==> src/hdl/lso_pkg.sv <==
// ----------------------------------------------------------------------------
// lso_pkg
// Shared types, constants and helpers of the lidar sector obstacle avoider.
// ----------------------------------------------------------------------------
package lso_pkg;

  localparam int unsigned PosW        = 10;
  localparam int unsigned RangeW      = 16;
  localparam int unsigned SpeedW      = 16;
  localparam int unsigned CountW      = 8;
  localparam int unsigned TurnW       = 15;
  localparam int unsigned CfgIdxW     = 3;
  localparam int unsigned CfgDataW    = 16;
  localparam int unsigned ProdW       = 33;
  localparam int unsigned WideW       = 28;
  localparam int unsigned OutTdataW   = 40;

  localparam int unsigned DefRightStart  = 0;
  localparam int unsigned DefFrontStart  = 310;
  localparam int unsigned DefLeftStart   = 620;
  localparam int unsigned DefSectorWidth = 100;
  localparam int unsigned DefScanSamples = 721;

  localparam logic [RangeW-1:0]  RangeInit = 16'd10240;   // 40.0 m
  localparam logic [PosW-1:0]    PosMax    = '1;
  localparam logic signed [WideW-1:0] OneQ88 = 28'sd256;
  localparam logic signed [ProdW:0]   RoundHalf = 34'sd128;

  typedef enum logic [CfgIdxW-1:0] {
    CFG_SPEED_COEFF    = 3'd0,
    CFG_CLEAR_DISTANCE = 3'd1,
    CFG_ANGULAR_GAIN   = 3'd2,
    CFG_LINEAR_GAIN    = 3'd3,
    CFG_TURN_SPEED     = 3'd4,
    CFG_EXIT_HOLD      = 3'd5
  } cfg_idx_e;

  typedef struct packed {
    logic signed [SpeedW-1:0] speed_coeff;
    logic [RangeW-1:0]        clear_distance;
    logic [RangeW-1:0]        angular_gain;
    logic [RangeW-1:0]        linear_gain;
    logic [TurnW-1:0]         turn_speed;
    logic [CountW-1:0]        exit_hold;
  } cfg_t;

  // sector minima of one finished scan
  typedef struct packed {
    logic [RangeW-1:0] front_min;
    logic [RangeW-1:0] right_min;
    logic [RangeW-1:0] left_min;
  } scan_sum_t;

  function automatic logic signed [SpeedW-1:0] sat16(input logic signed [WideW-1:0] v);
    logic signed [SpeedW-1:0] r;
    if (v > 28'sd32767) begin
      r = 16'sh7fff;
    end else if (v < -28'sd32768) begin
      r = 16'sh8000;
    end else begin
      r = v[SpeedW-1:0];
    end
    return r;
  endfunction

endpackage

==> src/hdl/lidar_sector_obstacle_avoider.sv <==
// ----------------------------------------------------------------------------
// lidar_sector_obstacle_avoider
// Folds lidar range samples into sector minima and issues one drive command
// at the end of each scan.
//
//   channel   dir  handshake              payload
//   s_axis    in   tvalid/tready          tdata[15:0] range_sample, tlast last_of_scan
//   m_axis    out  tvalid/tready          tdata linear, angular, obstacle_ahead
//   cfg       in   cfg_we_i (no wait)     cfg_idx_i register, cfg_data_i value
//
// one sample accepted per cycle unless a pending request is held by a stall; the
// sector minima update in the cycle of acceptance, so that compare loop sets the rate.
// a command reaches m_axis after its last sample by way of the request register,
// the product register (16x17 multiply) and the output register.
// reset clears the position counter, exit countdown and valid bits and sets the
// minima to RangeInit; configuration returns to its defaults.
// output stalls back up through the pipeline registers to s_axis_tready.
// ----------------------------------------------------------------------------
module lidar_sector_obstacle_avoider import lso_pkg::*; #(
  parameter int unsigned RIGHT_START  = DefRightStart,
  parameter int unsigned FRONT_START  = DefFrontStart,
  parameter int unsigned LEFT_START   = DefLeftStart,
  parameter int unsigned SECTOR_WIDTH = DefSectorWidth,
  parameter int unsigned SCAN_SAMPLES = DefScanSamples
) (
  input  logic                 clk_i,
  input  logic                 rst_ni,
  input  logic                 s_axis_tvalid,
  output logic                 s_axis_tready,
  input  logic [RangeW-1:0]    s_axis_tdata,   // [15:0] range_sample
  input  logic                 s_axis_tlast,   // last_of_scan
  output logic                 m_axis_tvalid,
  input  logic                 m_axis_tready,
  // [15:0] linear_speed, [31:16] angular_speed, [32] obstacle_ahead, [39:33] zero
  output logic [OutTdataW-1:0] m_axis_tdata,
  input  logic                 cfg_we_i,
  input  logic [CfgIdxW-1:0]   cfg_idx_i,
  input  logic [CfgDataW-1:0]  cfg_data_i
);

  cfg_t                     cfg;
  logic                     req_valid, req_ready;
  scan_sum_t                req;
  logic signed [SpeedW-1:0] linear_speed, angular_speed;
  logic                     obstacle_ahead;

  lso_cfg_regs u_cfg (
    .clk_i      (clk_i),
    .rst_ni     (rst_ni),
    .cfg_we_i   (cfg_we_i),
    .cfg_idx_i  (cfg_idx_i),
    .cfg_data_i (cfg_data_i),
    .cfg_o      (cfg)
  );

  lso_sector_track #(
    .RIGHT_START  (RIGHT_START),
    .FRONT_START  (FRONT_START),
    .LEFT_START   (LEFT_START),
    .SECTOR_WIDTH (SECTOR_WIDTH),
    .SCAN_SAMPLES (SCAN_SAMPLES)
  ) u_track (
    .clk_i          (clk_i),
    .rst_ni         (rst_ni),
    .in_valid_i     (s_axis_tvalid),
    .in_ready_o     (s_axis_tready),
    .range_sample_i (s_axis_tdata),
    .last_of_scan_i (s_axis_tlast),
    .req_valid_o    (req_valid),
    .req_ready_i    (req_ready),
    .req_o          (req)
  );

  lso_cmd_unit u_cmd (
    .clk_i            (clk_i),
    .rst_ni           (rst_ni),
    .cfg_i            (cfg),
    .req_valid_i      (req_valid),
    .req_ready_o      (req_ready),
    .req_i            (req),
    .out_valid_o      (m_axis_tvalid),
    .out_ready_i      (m_axis_tready),
    .linear_speed_o   (linear_speed),
    .angular_speed_o  (angular_speed),
    .obstacle_ahead_o (obstacle_ahead)
  );

  assign m_axis_tdata = {7'b0, obstacle_ahead, angular_speed, linear_speed};

endmodule

==> src/hdl/lso_cfg_regs.sv <==
// ----------------------------------------------------------------------------
// lso_cfg_regs
// Configuration register file, written through a plain write port.
// ----------------------------------------------------------------------------
module lso_cfg_regs import lso_pkg::*; (
  input  logic                clk_i,
  input  logic                rst_ni,
  input  logic                cfg_we_i,
  input  logic [CfgIdxW-1:0]  cfg_idx_i,
  input  logic [CfgDataW-1:0] cfg_data_i,
  output cfg_t                cfg_o
);

  cfg_t cfg_q, cfg_d;

  always_comb begin
    cfg_d = cfg_q;
    if (cfg_we_i) begin
      unique case (cfg_idx_e'(cfg_idx_i))
        CFG_SPEED_COEFF:    cfg_d.speed_coeff    = $signed(cfg_data_i);
        CFG_CLEAR_DISTANCE: cfg_d.clear_distance = cfg_data_i;
        CFG_ANGULAR_GAIN:   cfg_d.angular_gain   = cfg_data_i;
        CFG_LINEAR_GAIN:    cfg_d.linear_gain    = cfg_data_i;
        CFG_TURN_SPEED:     cfg_d.turn_speed     = cfg_data_i[TurnW-1:0];
        CFG_EXIT_HOLD:      cfg_d.exit_hold      = cfg_data_i[CountW-1:0];
        default: ;
      endcase
    end
  end

  always_ff @(posedge clk_i or negedge rst_ni) begin
    if (!rst_ni) begin
      cfg_q.speed_coeff    <= '0;
      cfg_q.clear_distance <= 16'd384;
      cfg_q.angular_gain   <= 16'd64;
      cfg_q.linear_gain    <= 16'd128;
      cfg_q.turn_speed     <= 15'd51;
      cfg_q.exit_hold      <= 8'd5;
    end else begin
      cfg_q <= cfg_d;
    end
  end

  assign cfg_o = cfg_q;

endmodule

==> src/hdl/lso_sector_track.sv <==
// ----------------------------------------------------------------------------
// lso_sector_track
// Counts samples within a scan and keeps the right, front and left minima.
// On the last sample it hands the minima on as one request.
// ----------------------------------------------------------------------------
module lso_sector_track import lso_pkg::*; #(
  parameter int unsigned RIGHT_START  = DefRightStart,
  parameter int unsigned FRONT_START  = DefFrontStart,
  parameter int unsigned LEFT_START   = DefLeftStart,
  parameter int unsigned SECTOR_WIDTH = DefSectorWidth,
  parameter int unsigned SCAN_SAMPLES = DefScanSamples
) (
  input  logic              clk_i,
  input  logic              rst_ni,
  input  logic              in_valid_i,
  output logic              in_ready_o,
  input  logic [RangeW-1:0] range_sample_i,
  input  logic              last_of_scan_i,
  output logic              req_valid_o,
  input  logic              req_ready_i,
  output scan_sum_t         req_o
);

  localparam int unsigned CmpW = PosW + 1;
  localparam logic [CmpW-1:0] RightLo = CmpW'(RIGHT_START);
  localparam logic [CmpW-1:0] RightHi = CmpW'(RIGHT_START + SECTOR_WIDTH);
  localparam logic [CmpW-1:0] FrontLo = CmpW'(FRONT_START);
  localparam logic [CmpW-1:0] FrontHi = CmpW'(FRONT_START + SECTOR_WIDTH);
  localparam logic [CmpW-1:0] LeftLo  = CmpW'(LEFT_START);
  localparam logic [CmpW-1:0] LeftHi  = CmpW'(LEFT_START + SECTOR_WIDTH);
  localparam logic [CmpW-1:0] ScanLen = CmpW'(SCAN_SAMPLES);

  logic [PosW-1:0]   pos_q, pos_d;
  scan_sum_t         mins_q, mins_d, mins_new;
  scan_sum_t         req_q, req_d;
  logic              req_valid_q, req_valid_d;
  logic              accept;
  logic [CmpW-1:0]   pos_x;
  logic              in_scan, in_right, in_front, in_left;

  assign in_ready_o = !req_valid_q || req_ready_i;
  assign accept     = in_valid_i && in_ready_o;

  assign pos_x    = {1'b0, pos_q};
  assign in_scan  = pos_x < ScanLen;
  assign in_right = in_scan && pos_x >= RightLo && pos_x < RightHi;
  assign in_front = in_scan && pos_x >= FrontLo && pos_x < FrontHi;
  assign in_left  = in_scan && pos_x >= LeftLo  && pos_x < LeftHi;

  always_comb begin
    mins_new = mins_q;
    if (in_right && range_sample_i <= mins_q.right_min) mins_new.right_min = range_sample_i;
    if (in_front && range_sample_i <= mins_q.front_min) mins_new.front_min = range_sample_i;
    if (in_left  && range_sample_i <= mins_q.left_min)  mins_new.left_min  = range_sample_i;
  end

  always_comb begin
    pos_d       = pos_q;
    mins_d      = mins_q;
    req_d       = req_q;
    req_valid_d = req_valid_q && !req_ready_i;
    if (accept) begin
      if (last_of_scan_i) begin
        pos_d       = '0;
        mins_d      = '{front_min: RangeInit, right_min: RangeInit, left_min: RangeInit};
        req_d       = mins_new;
        req_valid_d = 1'b1;
      end else begin
        mins_d = mins_new;
        if (pos_q != PosMax) pos_d = pos_q + 1'b1;   // saturating position
      end
    end
  end

  always_ff @(posedge clk_i or negedge rst_ni) begin
    if (!rst_ni) begin
      pos_q       <= '0;
      mins_q      <= '{front_min: RangeInit, right_min: RangeInit, left_min: RangeInit};
      req_valid_q <= 1'b0;
    end else begin
      pos_q       <= pos_d;
      mins_q      <= mins_d;
      req_valid_q <= req_valid_d;
    end
  end

  always_ff @(posedge clk_i) begin
    req_q <= req_d;
  end

  assign req_valid_o = req_valid_q;
  assign req_o       = req_q;

  a_last_restarts: assert property (@(posedge clk_i) disable iff (!rst_ni)
    accept && last_of_scan_i |=> pos_q == '0 && mins_q.front_min == RangeInit)
    else $error("scan not restarted after last sample");

  a_req_held: assert property (@(posedge clk_i) disable iff (!rst_ni)
    req_valid_q && !req_ready_i |=> req_valid_q && $stable(req_q))
    else $error("stalled request changed");

  a_min_bounded: assert property (@(posedge clk_i) disable iff (!rst_ni)
    mins_q.front_min <= RangeInit && mins_q.right_min <= RangeInit
    && mins_q.left_min <= RangeInit)
    else $error("sector minimum above initial range");

endmodule

==> src/hdl/lso_cmd_unit.sv <==
// ----------------------------------------------------------------------------
// lso_cmd_unit
// Turns the minima of one scan into a drive command: a product stage
// (decision, gain select, multiply, exit countdown) and a result stage
// (round, add, sign, saturate) feeding the output register.
// ----------------------------------------------------------------------------
module lso_cmd_unit import lso_pkg::*; (
  input  logic                     clk_i,
  input  logic                     rst_ni,
  input  cfg_t                     cfg_i,
  input  logic                     req_valid_i,
  output logic                     req_ready_o,
  input  scan_sum_t                req_i,
  output logic                     out_valid_o,
  input  logic                     out_ready_i,
  output logic signed [SpeedW-1:0] linear_speed_o,
  output logic signed [SpeedW-1:0] angular_speed_o,
  output logic                     obstacle_ahead_o
);

  // product stage
  logic                    p_valid_q;
  logic signed [ProdW-1:0] prod_q, prod_d;
  logic                    blocked_q, blocked_d;
  logic                    scaled_q, scaled_d;
  logic                    turn_left_q, turn_left_d;
  logic [CountW-1:0]       cd_q, cd_d;
  logic                    p_en, r_en;
  logic [RangeW-1:0]       gain;
  logic signed [RangeW:0]  gain_s;

  // result stage
  logic                     out_valid_q;
  logic signed [SpeedW-1:0] lin_q, lin_d;
  logic signed [SpeedW-1:0] ang_q, ang_d;
  logic                     obst_q;
  logic signed [ProdW:0]    rounded;
  logic signed [WideW-1:0]  mag, lin_w, ang_w;

  assign r_en        = !out_valid_q || out_ready_i;
  assign p_en        = !p_valid_q || r_en;
  assign req_ready_o = p_en;

  always_comb begin
    blocked_d   = !(req_i.front_min > cfg_i.clear_distance);
    turn_left_d = req_i.right_min < req_i.left_min;
    scaled_d    = blocked_d || (cd_q != '0);
    gain        = blocked_d ? cfg_i.angular_gain : cfg_i.linear_gain;
    gain_s      = $signed({1'b0, gain});
    prod_d      = cfg_i.speed_coeff * gain_s;
    cd_d        = cd_q;
    if (p_en && req_valid_i) begin
      if (blocked_d) begin
        cd_d = cfg_i.exit_hold;
      end else if (cd_q != '0) begin
        cd_d = cd_q - 1'b1;
      end
    end
  end

  always_ff @(posedge clk_i or negedge rst_ni) begin
    if (!rst_ni) begin
      p_valid_q <= 1'b0;
      cd_q      <= '0;
    end else begin
      cd_q <= cd_d;
      if (p_en) p_valid_q <= req_valid_i;
    end
  end

  always_ff @(posedge clk_i) begin
    if (p_en) begin
      prod_q      <= prod_d;
      blocked_q   <= blocked_d;
      scaled_q    <= scaled_d;
      turn_left_q <= turn_left_d;
    end
  end

  // round half up, then add 1.0
  always_comb begin
    rounded = ($signed({prod_q[ProdW-1], prod_q}) + RoundHalf) >>> 8;
    mag     = OneQ88 + WideW'(rounded);
    if (blocked_q) begin
      lin_w = WideW'({1'b0, cfg_i.turn_speed});
      ang_w = turn_left_q ? mag : -mag;
    end else begin
      lin_w = scaled_q ? mag : OneQ88 + WideW'(cfg_i.speed_coeff);
      ang_w = '0;
    end
    lin_d = sat16(lin_w);
    ang_d = sat16(ang_w);
  end

  always_ff @(posedge clk_i or negedge rst_ni) begin
    if (!rst_ni) begin
      out_valid_q <= 1'b0;
    end else if (r_en) begin
      out_valid_q <= p_valid_q;
    end
  end

  always_ff @(posedge clk_i) begin
    if (r_en) begin
      lin_q  <= lin_d;
      ang_q  <= ang_d;
      obst_q <= blocked_q;
    end
  end

  assign out_valid_o      = out_valid_q;
  assign linear_speed_o   = lin_q;
  assign angular_speed_o  = ang_q;
  assign obstacle_ahead_o = obst_q;

  a_clear_no_turn: assert property (@(posedge clk_i) disable iff (!rst_ni)
    out_valid_q && !obst_q |-> ang_q == '0)
    else $error("turn command while front is clear");

  a_blocked_reload: assert property (@(posedge clk_i) disable iff (!rst_ni)
    p_en && req_valid_i && blocked_d |=> cd_q == $past(cfg_i.exit_hold))
    else $error("exit countdown not reloaded on blocked scan");

  a_turn_speed: assert property (@(posedge clk_i) disable iff (!rst_ni)
    r_en && p_valid_q && blocked_q |=> out_valid_q
    && lin_q == $signed({1'b0, $past(cfg_i.turn_speed)}))
    else $error("blocked command lost turn speed");

endmodule
==> config.mk <==
export PLATFORM = sky130hd
export DESIGN_NAME = lidar_sector_obstacle_avoider
export DESIGN_NICKNAME = d
export VERILOG_FILES = /design/src/hdl/lso_pkg.sv /design/src/hdl/lidar_sector_obstacle_avoider.sv /design/src/hdl/lso_cfg_regs.sv /design/src/hdl/lso_sector_track.sv /design/src/hdl/lso_cmd_unit.sv
export SDC_FILE = /design/constraint.sdc
export NUM_CORES = 1
export LEC_CHECK = 0
export BUFFER_PORTS_ARGS = -buffer_cell sky130_fd_sc_hd__clkbuf_2
export CAP_MARGIN = 40
export CORE_MARGIN = 4
export CORE_UTILIZATION = 30
export DETAILED_ROUTE_END_ITERATION = 7
export GPL_ROUTABILITY_DRIVEN = 0
export PLACE_DENSITY_LB_ADDON = 0.25
export SETUP_SLACK_MARGIN = 0.1
export SLEW_MARGIN = 20
export SYNTH_ARGS = -nofsm -noshare
export SYNTH_HDL_FRONTEND = slang
export SYNTH_SLANG_ARGS = --single-unit
==> constraint.sdc <==
create_clock -name clk_i -period 14.34 [get_ports clk_i]
set_input_delay 2.868 -clock clk_i [delete_from_list [all_inputs] [get_ports clk_i]]
set_output_delay 2.868 -clock clk_i [all_outputs]
set_load 0.01 [all_outputs]
==> summary.txt <==
STA
  – Max transition margin: between 20% and 30%
  – Slew Limit Fails: 0
  – Final TNS setup: 0 ns
  – Final Hold Viols: 0
  – Final Skew: roughly 0.034 ns
  – Final Cycle Share: 69.70%
  – RSZ-0062 raised after global routing: false
  – Fmax achieved: 100.1 MHz
  – Final setup viols: 0
  – Slew @ Worst Pin: between 1 and 1.5 ns
  – Final Critical Period: 9.995 ns

Clocking
  – Clock latency at the later pin of the worst-skew pair: 0.60 ns
  – CTS H-tree lvls: 1
  – Post-cts sizing count: 0
  – CTS tree: yes
  – Num Clock Sinks: approximately 270
  – Clock transition at the registers of the reported paths: roughly 0.090 ns
  – Cts hold-fix bufs: 0
  – Root Buffer: clkbuf_16
  – CTS Buf Count: 29
  – Setup repair bufs after CTS: 0
  – Clk buf depth: 3

Floorplanning
  – Die Span X: 289.4 µm
  – Die area: roughly 0.084 mm²
  – Die Ht: approximately 290 µm
  – Initial Util: between 30 and 40%
  – Placeable Area: 0.07798 mm²
  – IO Count: 83
  – Site Rows: ~100

Setup path
  – Crit path arrival time: between 10 and 15 ns
  – CP startpoint kind: flip-flop
  – Setup CP Type: reg -> reg
  – Worst setup EP type: flip-flop
  – Max stage delay on crit path: 0.69 ns
  – Crit path buffers/inverters: 9
  – Crit Path Max Fanout: 20
  – Crit path max-delay family: adder cells
  – Top cell by count, worst path: inv_1
  – Slowest-stage cell, CP: o311ai_0
  – WP data required: 14.70 ns

Synthesis
  – Most used DFF post-synth: dfrtp_1
  – Synth Area per Inst: 9.797 µm²
  – Mapped Cells: approximately 2400
  – Warnings from Yosys: 0
  – Top post-synthesis cells by area: fa_1 16%, dfrtp_1 15%, edfxtp_1 14%
  – Synth async-reset ratio: 58.65%
  – Register bit count reported by yosys: approximately 270
  – Share of the synthesized area in the top cell type: between 10% and 20%
  – Synth unique cells: slightly below 90
  – Post-synthesis sequential area ratio: approximately 30%
  – Number of flops mapped to enable cells by yosys: 110
  – Leading area contributor after synthesis: fa_1
  – Post-Syn Area: between 0.02 and 0.025 mm²

Global route
  – Gr ovfl total: 0
  – Vias in the first global route: 18230
  – Initial antenna violation count: 3
  – Global Route Usage Sum: ~16%
  – First-pass GRT wire length: 103800 µm
  – Largest net degree at the start of global routing: 66

Run status
  – Status: finished clean

Placement
  – I/O Buffers: 75
  – Final HPWL DP: between 40000 and 50000 µm

Layout
  – FILL cells: about 7900
  – Most common cell after layout, fill and taps aside: inv_1
  – Footprint of the multi-input gates: roughly 0.015 mm²
  – Proportion of layout cells with a drive suffix above 1: between 10% and 20%
  – Most frequent cells in the layout: 343 x inv_1, 257 x nand2_1, 206 x ha_1
  – P&R area growth vs syn: 10.71%
  – Nets@finish: slightly below 3000
  – Sequential cell area: 0.007227 mm²

Flow run
  – Max Cap Violations: 0

Route
  – Routed wire length: 65270 µm
  – Number of vias per cell: around 5.0
  – First-pass detailed-route iteration total: 5
  – Antenna Nets Post-Route: 0
  – Iter 0 DRT Violations: around 960
  – Post-route DRC: 0
  – Via Count: between 15000 and 20000
  – Routed wire per std cell: ~19 µm

Hold path
  – Hold Path Class: reg -> reg
[flip-flops by register name, summed over array words and instances, names as in the netlist, 8 cells and up]
register               count
u_cfg.cfg_o               87
u_cmd.angular_speed_o     16
u_cmd.cd_q                 8
u_cmd.linear_speed_o      16
u_cmd.prod_q              26
u_track.mins_q            48
u_track.pos_q             10
u_track.req_o             48
[final cells by class]
class	count	area share, %
diodes	1	0.009518
clock buffers	43	3.269
clock inverters	11	0.4331
inverters	344	4.911
multi-input cells	1700	56.19
flip-flops and latches	266	27.49
well taps	1040	4.949
repair buffers	111	2.746
[synth_stat cells, types with 9 or more instances]
cell / count
o21a_1: 28
edfxtp_1: 110
nand2_1: 257
o21ai_2: 10
buf_1: 9
nor2_1: 113
dfrtp_1: 140
a21oi_1: 77
and2_1: 120
ha_1: 206
a211oi_1: 18
a22o_1: 42
buf_4: 11
o21ai_0: 91
mux2i_1: 9
mux2_2: 110
clkbuf_1: 92
a21o_1: 28
inv_1: 343
xnor2_1: 47
dfstp_2: 16
fa_1: 193
or2_2: 11
nand3_1: 32
a31oi_1: 12
nor3_1: 29
and4_1: 9
nor2b_1: 18
xor2_1: 39
nand4_1: 34
nand2b_1: 18
[layer usage]
layer,track usage [%],up-vias,share of wire (%)
met5,0,-,0.021
li1,-,8200,-
met4,3.086,2,2.1
met3,2.297,89,4.4
met1,21.88,8841,47
met2,25.81,359,47
[cells by family after synthesis]
kind of cell,Yosys count,synth area share (%)
other,1,0.01579
multiplexers,119,5.595
AO/OA/AOI/OAI,396,11.48
AND/OR/NAND/NOR,692,14.49
buffers and inverters,464,7.603
XOR/XNOR,87,3.267
adder cells (fa/ha/maj),399,27.12
flip-flops,266,30.43
[worst paths after layout]
kind	start	to	slack, ns	depth (start not counted)
min in group asynchronous	rst_ni	u_track.mins_q[18]	2.19	1
min	u_cmd.p_valid_q	u_cmd.out_valid_o	0.49	1
min reg2reg	u_cmd.p_valid_q	u_cmd.out_valid_o	0.49	1
max reg2reg	u_cfg.cfg_o[62]	u_cmd.prod_q[32]	4.35	34
max	u_cfg.cfg_o[62]	u_cmd.prod_q[32]	4.35	34
max in group asynchronous	rst_ni	u_cfg.cfg_o[2]	10.86	4
[per-stage QoR]
stage	util (%)	hold slack, ns	setup WS [ns]	instances	cell area [µm²]
finish	33.72	0.4924	4.345	3516	26290
global route	33.71	0.5206	3.775	3515	26290
CTS	33.66	0.4985	4.408	3513	26250
detailed placement	32.41	0.4849	4.419	3459	25270
global placement	32.30	0.4710	4.595	3453	25190
floorplan	-	0.4244	5.818	2430	23770
Power is left out: the tool's default activity adds up to more than one toggle a clock period on the data nets, which glitch-free logic cannot reach.
